### src/hw/rtl/wtca_pkg.sv
// Shared types and constants for the weighted three-tap cost aggregation block.
package wtca_pkg;

  localparam int MAX_WIDTH    = 1024;
  localparam int MAX_DISTANCE = 16;
  localparam int MAX_HEIGHT   = 1024;
  localparam int MEM_AW       = 15;   // 2*MAX_DISTANCE*MAX_WIDTH entries
  localparam int POS_W        = 20;
  localparam int CNT_W        = 21;
  localparam int LAG_W        = 15;
  localparam int Q_DEPTH      = 4;
  localparam int Q_AW         = 2;

  localparam logic [1:0] CFG_DIR    = 2'd0;
  localparam logic [1:0] CFG_DIST   = 2'd1;
  localparam logic [1:0] CFG_WIDTH  = 2'd2;
  localparam logic [1:0] CFG_HEIGHT = 2'd3;

  localparam logic REQ_PIXEL = 1'b0;
  localparam logic REQ_FLUSH = 1'b1;

  typedef struct packed {
    logic             dir;
    logic [4:0]       tap_dist;
    logic [10:0]      width;
    logic [10:0]      height;
    logic [LAG_W-1:0] lag;
    logic [CNT_W-1:0] fsize;
  } cfg_t;

  typedef struct packed {
    logic             is_pix;
    logic [7:0]       cost;
    logic [7:0]       weight;
    logic [POS_W-1:0] idx;
  } item_t;

  typedef struct packed {
    logic idle;
    logic frame_done;
  } back_stat_t;

endpackage

### src/hw/rtl/wtca_fifo.sv
// Short item queue between the front and back parts.
module wtca_fifo (
  input  logic            clk,
  input  logic            rst_n,
  input  logic            push,
  input  wtca_pkg::item_t push_data,
  input  logic            pop,
  output wtca_pkg::item_t pop_data,
  output logic            full,
  output logic            empty
);

  wtca_pkg::item_t              entry_r [wtca_pkg::Q_DEPTH];
  logic [wtca_pkg::Q_AW-1:0]    wptr_r;
  logic [wtca_pkg::Q_AW-1:0]    rptr_r;
  logic [wtca_pkg::Q_AW:0]      count_r;

  assign full     = (count_r == 3'(wtca_pkg::Q_DEPTH));
  assign empty    = (count_r == '0);
  assign pop_data = entry_r[rptr_r];

  always_ff @(posedge clk) begin
    if (push) begin
      entry_r[wptr_r] <= push_data;
    end
  end

  always_ff @(posedge clk) begin
    if (!rst_n) begin
      wptr_r  <= '0;
      rptr_r  <= '0;
      count_r <= '0;
    end else begin
      if (push) wptr_r <= wptr_r + 1'b1;
      if (pop)  rptr_r <= rptr_r + 1'b1;
      if (push && !pop)      count_r <= count_r + 1'b1;
      else if (pop && !push) count_r <= count_r - 1'b1;
    end
  end

  a_no_overflow: assert property (@(posedge clk) disable iff (!rst_n) !(push && full))
    else $error("queue overflow");
  a_no_underflow: assert property (@(posedge clk) disable iff (!rst_n) !(pop && empty))
    else $error("queue underflow");

endmodule

### config.mk
export PLATFORM = sky130hd
export DESIGN_NAME = wtca_fifo
export DESIGN_NICKNAME = d
export VERILOG_FILES = /design/src/hw/rtl/wtca_pkg.sv /design/src/hw/rtl/wtca_fifo.sv
export SDC_FILE = /design/constraint.sdc
export NUM_CORES = 1
export LEC_CHECK = 0
export ABC_AREA = 1
export BUFFER_PORTS_ARGS = -buffer_cell sky130_fd_sc_hd__buf_2
export CORE_UTILIZATION = 50
export CTS_CLUSTER_DIAMETER = 100
export DETAILED_ROUTE_END_ITERATION = 16
export GPL_ROUTABILITY_DRIVEN = 0
export PLACE_DENSITY = 0.71
export SLEW_MARGIN = 30
export SYNTH_ARGS = -nofsm -noshare
export SYNTH_HDL_FRONTEND = slang
export SYNTH_SLANG_ARGS = --single-unit
### constraint.sdc
create_clock -name clk -period 5.13 [get_ports clk]
set_clock_uncertainty 0.2 [all_clocks]
set_input_delay 0.2565 -clock clk [delete_from_list [all_inputs] [get_ports clk]]
set_output_delay 0.2565 -clock clk [all_outputs]
set_load 0.1 [all_outputs]
==> results.py <==
metrics = {
    "timing": {
        "hold_viol_final": 0,
        "hold_slack_ns": 0.257,
        "rsz0062_at_grt": "no",
        "drv_slew": 0,
        "timing.final.crit_share_pct": 56.5,
        "fin_ws_ns": 2.23,
        "slew_headroom_pct": 37.4,
        "fmax_mhz": 345,
        "min_period_ns": 2.90,
        "worstMarginPinSlew_ns": 0.938,
        "setup_violations": 0,
        "fin_tns_setup_ns": 0,
    },
    "critical_path": {
        "cp-end-kind": "output port",
        "r2r_cells": 4,
        "reg2reg_to": "entry_r[1][7]$_DFFE_PP_",
        "crit_chain": "buf_4, inv_2, o21ai_0, o22ai_1, buf_2",
        "regToRegSetupSlack_ns": 3.13,
        "crit_required_ns": 4.67,
        "worstSetupPathType": "flop to output port",
        "cpMaxStageDelayCell": "inv_2",
        "startpoint_type": "flop",
        "rr_startpoint": "wptr_r[1]$_SDFFE_PN0P_",
        "crit_fanout": 38,
        "max_stage_delay_ns": 0.55,
        "critical_path_arrival_ns": 2.44,
    },
    "synth": {
        "yosysWarningCount": 0,
        "synth_most_common_cell": "edfxtp_1",
        "yosysSeqAreaShare_pct": 78.0,
        "syn_area_um2": 5930,
        "synthCells": 416,
        "synth_top_area_share_pct": 74.9,
        "synth_largest_area_cell": "edfxtp_1",
        "synthTopCellsByArea": "edfxtp_1, nor2_1, o21ai_0, o22ai_1, dfxtp_1",
        "async_reset_ff_share_pct": 0,
        "synth.distinct_cells": 20,
        "synth_common_cells": "edfxtp_1, nor2_1, o21ai_0, o22ai_1, o21ai_1",
        "ys_ff_latch": 157,
        "synth_flop_cell": "edfxtp_1",
        "synth-edff-count": 148,
        "postSynthAreaPerCell_um2": 14.3,
        "synthesis.nets": 463,
    },
    "clock_network": {
        "cts_tree": "done",
        "clk_latency_ns": 0.41,
        "cts.path.max_buffers": 2,
        "path_clk_slew_ns": 0.06,
        "cts.sinks": 157,
        "cts-root-buf": "clkbuf_16",
        "h-tree-depth": 4,
        "numCtsBuffers": 17,
        "ctsResizeCount": 0,
    },
    "floorplan": {
        "rows": 39,
        "dieArea_um2": 12300,
        "io_pins": 80,
        "core_area_um2": 11500,
        "start_util_pct": 51.7,
        "die_y_um": 111,
        "die_w_um": 111,
    },
    "run": {
        "cap_violations": 0,
    },
    "route": {
        "wirelength_mm": 11.6,
        "antenna_left": 0,
        "drcViolationCount": 0,
        "dr.pass1.iters": 5,
        "vias": 3676,
        "drt_iter0_markers": 245,
        "via_per_inst": 5.34,
        "wire_per_inst_um": 16.8,
    },
    "hold_path": {
        "hold_path.class": "flop to flop",
        "hold_end": "rptr_r[1]$_SDFFE_PN0P_",
        "worstHoldStart": "rptr_r[1]$_SDFFE_PN0P_",
        "hold_depth": 1,
    },
    "cells_and_area": {
        "fin_util_pct": 64.1,
        "final_nets": 580,
        "regArea_um2": 4630,
        "design_area_um2": 7350,
        "multiInputGateArea_um2": 1090,
        "fill_cells": 879,
        "syn2layout_area_growth_pct": 24.0,
        "drive_gt1_share_pct": 20.9,
        "antenna_cells": 0,
    },
    "global_routing": {
        "first_global_vias": 3712,
        "grt_usage_pct": 20.0,
        "grt_pass1_wl_mm": 18.5,
        "antenna_found_initial": 0,
        "gr-total-overflow": 0,
        "grt_max_degree": 75,
    },
    "placement": {
        "postPlaceCellArea_um2": 6370,
        "pre_cts_slack_ns": 2.64,
        "numPortBuffers": 79,
        "dp_hpwl_mm": 6.01,
    },
    "run_status": {
        "outcome": "finished, final reports clean",
    },
    "power_and_ir_drop": {
        "p_leak_nw": 2.66,
        "pwr_density_cell_nw_per_um2": 446,
        "vdd_drop_max_v": 0.000236,
    },
}
## flip-flops by register name (all words and copies together) (netlist names), named ones only
name	cells
entry_r	148
wptr_r	2
rptr_r	2
count_r	3
## metrics by stage
step           total power, mW  cells
3_5_place_dp              2.05    617
3_3_place_gp              2.05    617
4_1_cts                   3.30    689
6_report                  3.28    689
5_1_grt                   3.39    689
2_1_floorplan             1.95    416
## power by group
| part | switching (mW) | internal, mW |
|---|---|---|
| logic | 0.468 | 0.102 |
| registers | 0.0156 | 1.46 |
| clock network | 0.467 | 0.763 |
## cell usage in the layout (no fill, tap or decap), types with 8 or more instances in the layout
cell and n:
inv_1 11, nor2_1 79, o21ai_0 52, buf_2 79, dlygate4sd3_1 40, clkbuf_16 17
o22ai_1 37, nand2_1 9, o21ai_1 28, edfxtp_1 148, dfxtp_1 8
## routing by layer
metal	track usage [%]	routed length [µm]	share of wire [%]	vias to the layer above
met1	24.4	4960	43	1760
met5	0	0	0	-
met4	6.67	97	0.84	0
met3	5.36	637	5.5	11
met2	34.5	5910	51	122
li1	-	-	-	1783
## final cells by class
type | count | share of cell area [%]
Inverter | 17 | 0.919
Clock inverter | 11 | 1.96
Tap cell | 143 | 2.43
Sequential cell | 157 | 62.9
Timing Repair Buffer | 121 | 11.0
Clock buffer | 21 | 5.99
Multi-Input combinational cell | 219 | 14.8
## what timing repair did
item                                    in CTS  in global routing
buffers inserted                             0                  0
endpoints found under the setup margin       0                  0
hold buffers                                40                  0
endpoints found under the hold margin      157                  0
## worst max-delay path by stage
| stage | startpoint | endpoint | slack, ns | cells past startpoint |
|---|---|---|---|---|
| final | flop | pop_data[28] | 2.23 | 5 |
| after global routing | flop | pop_data[28] | 2.10 | 5 |
| after CTS | flop | pop_data[28] | 2.19 | 5 |
| after detailed placement | flop | pop_data[28] | 2.64 | 5 |
| after global placement | flop | pop_data[35] | 2.23 | 5 |
| after floorplan | count_r[1]$_SDFFE_PN0P_ | empty | 2.27 | 1 |
## logic make-up after synthesis
| kind of cell | synth area share (%) |
|---|---|
| flip-flops | 78.0 |
| buffers and inverters | 3.71 |
| AO/OA/AOI/OAI | 11.0 |
| adder cells (fa/ha/maj) | 1.39 |
| AND/OR/NAND/NOR | 5.93 |
## worst max-delay path, delay by kind of cell, from the launching register on
family                 cells  cell delay, ns
DFF                        1            0.30
AOI/OAI and AO/OA          2            0.45
buffers and inverters      3            1.28
Note: power is estimated with default switching activity, not from simulation.
