$ cat config.mk
export PLATFORM = sky130hd
export DESIGN_NAME = wtca_front
export DESIGN_NICKNAME = d
export VERILOG_FILES = /design/src/hw/rtl/wtca_pkg.sv /design/src/hw/rtl/wtca_front.sv
export SDC_FILE = /design/constraint.sdc
export NUM_CORES = 1
export LEC_CHECK = 0
export BUFFER_PORTS_ARGS = -buffer_cell sky130_fd_sc_hd__buf_2
export CORE_MARGIN = 10
export CORE_UTILIZATION = 46
export DETAILED_ROUTE_END_ITERATION = 6
export MAX_ROUTING_LAYER = met4
export PLACE_DENSITY = 0.86
export SLEW_MARGIN = 10
export SYNTH_ARGS = -nofsm -noshare
export SYNTH_HDL_FRONTEND = slang
export SYNTH_SLANG_ARGS = --single-unit
$ cat constraint.sdc
create_clock -name clk -period 4.2 [get_ports clk]
set_input_delay 0.42 -clock clk [delete_from_list [all_inputs] [get_ports clk]]
set_output_delay 0.42 -clock clk [all_outputs]
set_load 0.05 [all_outputs]
$ cat src/hw/rtl/wtca_pkg.sv
// Shared types and constants for the weighted three-tap cost aggregation block.
package wtca_pkg;

  localparam int MAX_WIDTH    = 1024;
  localparam int MAX_DISTANCE = 16;
  localparam int MAX_HEIGHT   = 1024;
  localparam int MEM_AW       = 15;   // 2*MAX_DISTANCE*MAX_WIDTH entries
  localparam int POS_W        = 20;
  localparam int CNT_W        = 21;
  localparam int LAG_W        = 15;
  localparam int Q_DEPTH      = 4;
  localparam int Q_AW         = 2;

  localparam logic [1:0] CFG_DIR    = 2'd0;
  localparam logic [1:0] CFG_DIST   = 2'd1;
  localparam logic [1:0] CFG_WIDTH  = 2'd2;
  localparam logic [1:0] CFG_HEIGHT = 2'd3;

  localparam logic REQ_PIXEL = 1'b0;
  localparam logic REQ_FLUSH = 1'b1;

  typedef struct packed {
    logic             dir;
    logic [4:0]       tap_dist;
    logic [10:0]      width;
    logic [10:0]      height;
    logic [LAG_W-1:0] lag;
    logic [CNT_W-1:0] fsize;
  } cfg_t;

  typedef struct packed {
    logic             is_pix;
    logic [7:0]       cost;
    logic [7:0]       weight;
    logic [POS_W-1:0] idx;
  } item_t;

  typedef struct packed {
    logic idle;
    logic frame_done;
  } back_stat_t;

endpackage

$ cat src/hw/rtl/wtca_front.sv
// Front part: accepts beats, counts frame pixels, classifies pixel and flush items.
module wtca_front (
  input  logic                 clk,
  input  logic                 rst_n,
  input  wtca_pkg::cfg_t       cfg,
  input  logic                 in_tvalid,
  output logic                 in_tready,
  input  logic [15:0]          in_tdata,
  input  logic                 in_tuser,
  input  logic                 q_full,
  input  logic                 q_empty,
  output logic                 q_push,
  output wtca_pkg::item_t      q_data,
  input  wtca_pkg::back_stat_t stat
);

  logic [wtca_pkg::CNT_W-1:0] cnt_r;
  logic                       frame_open;
  logic                       accept;

  assign frame_open = (cnt_r < cfg.fsize);
  assign in_tready  = !q_full && (frame_open || (q_empty && stat.idle));
  assign accept     = in_tvalid && in_tready;
  assign q_push     = accept && ((in_tuser == wtca_pkg::REQ_PIXEL) || !frame_open);

  always_comb begin
    q_data.is_pix = (in_tuser == wtca_pkg::REQ_PIXEL) && frame_open;
    q_data.cost   = in_tdata[7:0];
    q_data.weight = in_tdata[15:8];
    q_data.idx    = cnt_r[wtca_pkg::POS_W-1:0];
  end

  always_ff @(posedge clk) begin
    if (!rst_n) begin
      cnt_r <= '0;
    end else if (stat.frame_done) begin
      cnt_r <= '0;
    end else if (q_push && q_data.is_pix) begin
      cnt_r <= cnt_r + 1'b1;
    end
  end

endmodule

==> results <==
- The number of H-tree branching levels is 1.
- The initial utilization of the core area, before any placement, comes to 0.479.
- The number of buffers created by CTS is 3.
- Of the total power, combinational logic draws 0.124.
- The pin count of the biggest net entering global routing is 25.
- The number of slew-limit violations in the final report is 0.
- The count of buffers added by post-CTS timing repair for setup is 0.
- The Yosys step of the flow raised 0 warnings.
- The number of synthesized flops with an enable pin is 0.
- STA puts the critical path data arrival time at 2.66 ns.
- Leaving out fill and tap cells, the most frequent cells in the layout are sky130_fd_sc_hd__buf_2 (51), sky130_fd_sc_hd__a21oi_1 (27), sky130_fd_sc_hd__inv_1 (22).
- Of all nets on the critical path, the largest fanout is 4.
- The number of distinct library cell variants in the gate-level netlist after synthesis is 37.
- Setup violations remaining at the end of the flow were counted as 0.
- Compared with the post-synthesis result, the final layout area differs by 2.51%.
- The final layout net count is 371.
- The launch point of the worst reg-to-reg path is cnt_r[18]$_SDFFE_PP0P_.
- The clock net in this run drives a total of 21 sinks.
- The share of total power dissipated in the clock network is 0.354.
- The initial antenna violation count was 0.
- The cell count after synthesis is 249.
- The switching share of total power is 0.255.
- The largest registers in the layout are cnt_r (21).
- Tracing the worst setup path back leads to its startpoint at cnt_r[20]$_SDFFE_PP0P_.
- At the end of routability-driven placement, the weighted congestion stood at 0.795.
- The detailed-route wire length per cell is 14.6 um.
- The number of design rule violations left after detail routing is 0.
- In this run the power spent charging and discharging nets is 0.0971 mW.
- After filler insertion, the fill cell instance count of the layout stands at 420.
- The die outline area is 7220 um2.
- The core footprint is 4060 um2.
- The clock passes through at most 2 buffers.
- The peak supply drop is 0.146 mV.
- The register share of total power is 0.523.
- After layout, the minimum clock period comes to 3.08 ns.
- The I/O pin count is 127.
- The post-cts gate resize count is 0.
- The highest clock frequency the design can meet is 0.324 GHz.
- The half-perimeter wire length after placement is 3.68 mm.
- Dividing total power by cell area gives a power density of 191 nW/um2.
- For the final database, setup skew stands at 0.00639 ns.
- Of the synthesized area, sequential elements account for 0.216.
- The hold violation count in the final report came to 0.
- The register with the most flip-flops in the layout has 21 of them.
- The total via count in the routed design is 1756.
- The flip-flop cell with the highest count after synthesis is sky130_fd_sc_hd__dfxtp_1.
- The synthesized area is 1940 um2.
- The static leakage power is 0.888 nW.
- Data on the critical path is required at its endpoint by 3.78 ns.
- The fraction of registers with async set or reset after synthesis is 0.
- The library cell used as clock root buffer is sky130_fd_sc_hd__clkbuf_8.
- The ratio of cells with drive above 1 in the final layout is 0.245.
- The via count of the first global-routing pass is 1692.
- Setup repair after global routing left no endpoint under its margin.
- The register-to-register setup slack is 1.67 ns.
- Input and output buffers added on the ports amount to 51.
- In the global route stage, overall resource usage came out at 0.124.
- The startpoint of the worst hold path is stat[0].
- TritonCTS built the clock tree.
- The worst setup path is of the flip-flop to output port kind.
- The die width is 85.0 um.
- The via count normalized by instance count is 5.65.
- The core utilization of the finished layout is 0.491.
- The total wire length after detailed routing is 4.55 mm.
- The max-slew headroom at the worst pin is 0.462.
- The first detailed-routing pass ran for 4 iterations.
- Each instance of the synthesized netlist takes up on average 7.80 um2.
- The flow ran to the end, and the final reports show no timing, DRC or antenna violations.
- After synthesis the netlist holds a flip-flop and latch count of 21.
- Max-cap violations in this run came to 0.
- In this run the remaining antenna-violating nets after routing total 0.
- Summed over all layers, the global routing overflow is 0.
- For the final routed database, the setup TNS stands at 0 ns.
- The combined area of the multi-input logic cells is 1110 um2.
- Across the whole layout, storage elements account for 420 um2.
- The number of buffers inserted by hold repair at cts is 0.
- The repair_antennas step left the layout with diodes totalling 0.
- The internal power is 0.284 mW.
- The most common library cell in the layout ignoring fill and taps is sky130_fd_sc_hd__buf_2.
- The cell row count is 23.
- Ranked by flip-flop count, first place goes to cnt_r.
- After clock tree synthesis, the clock-pin slew on the worst setup and hold paths is 0.08 ns.
- For the worst-skew pair, the clock arrives at the later sink with an insertion delay of 0.26 ns.
- The vertical extent of the die is 85.0 um.
- The global-route wire length before repair is 7.62 mm.
- The classification of the worst-slack hold path is input pin to flip-flop.
- The number of nets in the synthesized netlist is 358.
- For the pin with the worst max-slew slack, the measured transition is 0.807 ns.
- The worst setup path is launched from a flip-flop.
- In the finished design, the share of the clock period the worst path needs comes to 0.734.
- STA classifies the critical path endpoint as an output port.
- For this block, the initial DRC count from the detailed router was 83.
cell usage after synthesis, types with 2 or more instances:
library cell / number / area [um2]
sky130_fd_sc_hd__buf_4: 37 / 278
sky130_fd_sc_hd__a21oi_1: 27 / 135
sky130_fd_sc_hd__inv_1: 22 / 82.6
sky130_fd_sc_hd__dfxtp_1: 21 / 420
sky130_fd_sc_hd__ha_1: 21 / 263
sky130_fd_sc_hd__nand2_1: 21 / 78.8
sky130_fd_sc_hd__o31ai_1: 14 / 105
sky130_fd_sc_hd__or4_1: 14 / 105
sky130_fd_sc_hd__nand4_1: 9 / 56.3
sky130_fd_sc_hd__nor2_1: 9 / 33.8
sky130_fd_sc_hd__o21ai_1: 6 / 30.0
sky130_fd_sc_hd__clkbuf_1: 5 / 18.8
sky130_fd_sc_hd__or3_1: 5 / 31.3
sky130_fd_sc_hd__nand2b_1: 4 / 25.0
sky130_fd_sc_hd__nand3_1: 4 / 20.0
sky130_fd_sc_hd__and3_1: 3 / 18.8
sky130_fd_sc_hd__buf_6: 3 / 33.8
sky130_fd_sc_hd__o21ai_0: 3 / 15.0
sky130_fd_sc_hd__nor3_1: 2 / 10.0
sky130_fd_sc_hd__o41ai_1: 2 / 17.5
power groups by stage:
stage / clock network (mW) / logic, mW / registers [mW]
2_1_floorplan: 0 / 0.0698 / 0.204
3_3_place_gp: 0 / 0.0455 / 0.204
3_5_place_dp: 0 / 0.0473 / 0.204
4_1_cts: 0.138 / 0.0475 / 0.199
5_1_grt: 0.146 / 0.0532 / 0.199
6_report: 0.135 / 0.0471 / 0.199
metal layers:
metal  wire length, um  part of all wire  global-route usage  vias to the layer above
met5                 0                 0                   -                        -
met4                17            0.0037              0.0240                        0
met2              2290              0.50               0.217                       49
met3               306             0.067              0.0430                        6
met1              1940              0.43               0.131                      809
li1                  -                 -                   -                      892
area by class of cell:
class,count,share of cell area
inverter,22,0.0415
timing repair buffer,53,0.136
tap,50,0.0314
clock buffer,3,0.0207
multi-input combinational,161,0.557
clock inverter,1,0.00251
sequential,21,0.211
critical path, cell delays in order (launching register included):
cell and delay (ns):
sky130_fd_sc_hd__dfxtp_1 0.34, sky130_fd_sc_hd__ha_1 0.37, sky130_fd_sc_hd__nand4_2 0.21, sky130_fd_sc_hd__nor4_2 0.42
sky130_fd_sc_hd__o211ai_1 0.21, sky130_fd_sc_hd__o211a_1 0.30, sky130_fd_sc_hd__o31ai_1 0.25, sky130_fd_sc_hd__buf_2 0.30
path summary, 6_finish.rpt:
kind,depth (start not counted),end
min reg2reg,2,cnt_r[20]$_SDFFE_PP0P_
max reg2reg,8,cnt_r[8]$_SDFFE_PP0P_
max,7,q_push
min,4,cnt_r[14]$_SDFFE_PP0P_
per-stage QoR:
step	hold WS [ns]	setup WS (ns)	instance area, um2	instances	power, mW
after global placement	0.478	1.26	1950	307	0.250
after detailed placement	0.493	1.22	1950	307	0.251
after floorplan	0.450	0.838	1940	249	0.274
final	0.453	1.12	1990	311	0.381
after global routing	0.465	0.962	1990	311	0.399
after CTS	0.442	1.10	1990	311	0.385
cells by family (layout without fill, tap and decap cells):
group | after synthesis | count (layout) | synth area share
flops | 21 | 21 | 0.216
fa+ha+maj | 21 | 21 | 0.135
buf+inv | 67 | 79 | 0.212
simple gates | 78 | 78 | 0.227
compound gates | 62 | 62 | 0.209
No activity file was read; power rests on OpenSTA's default activity.
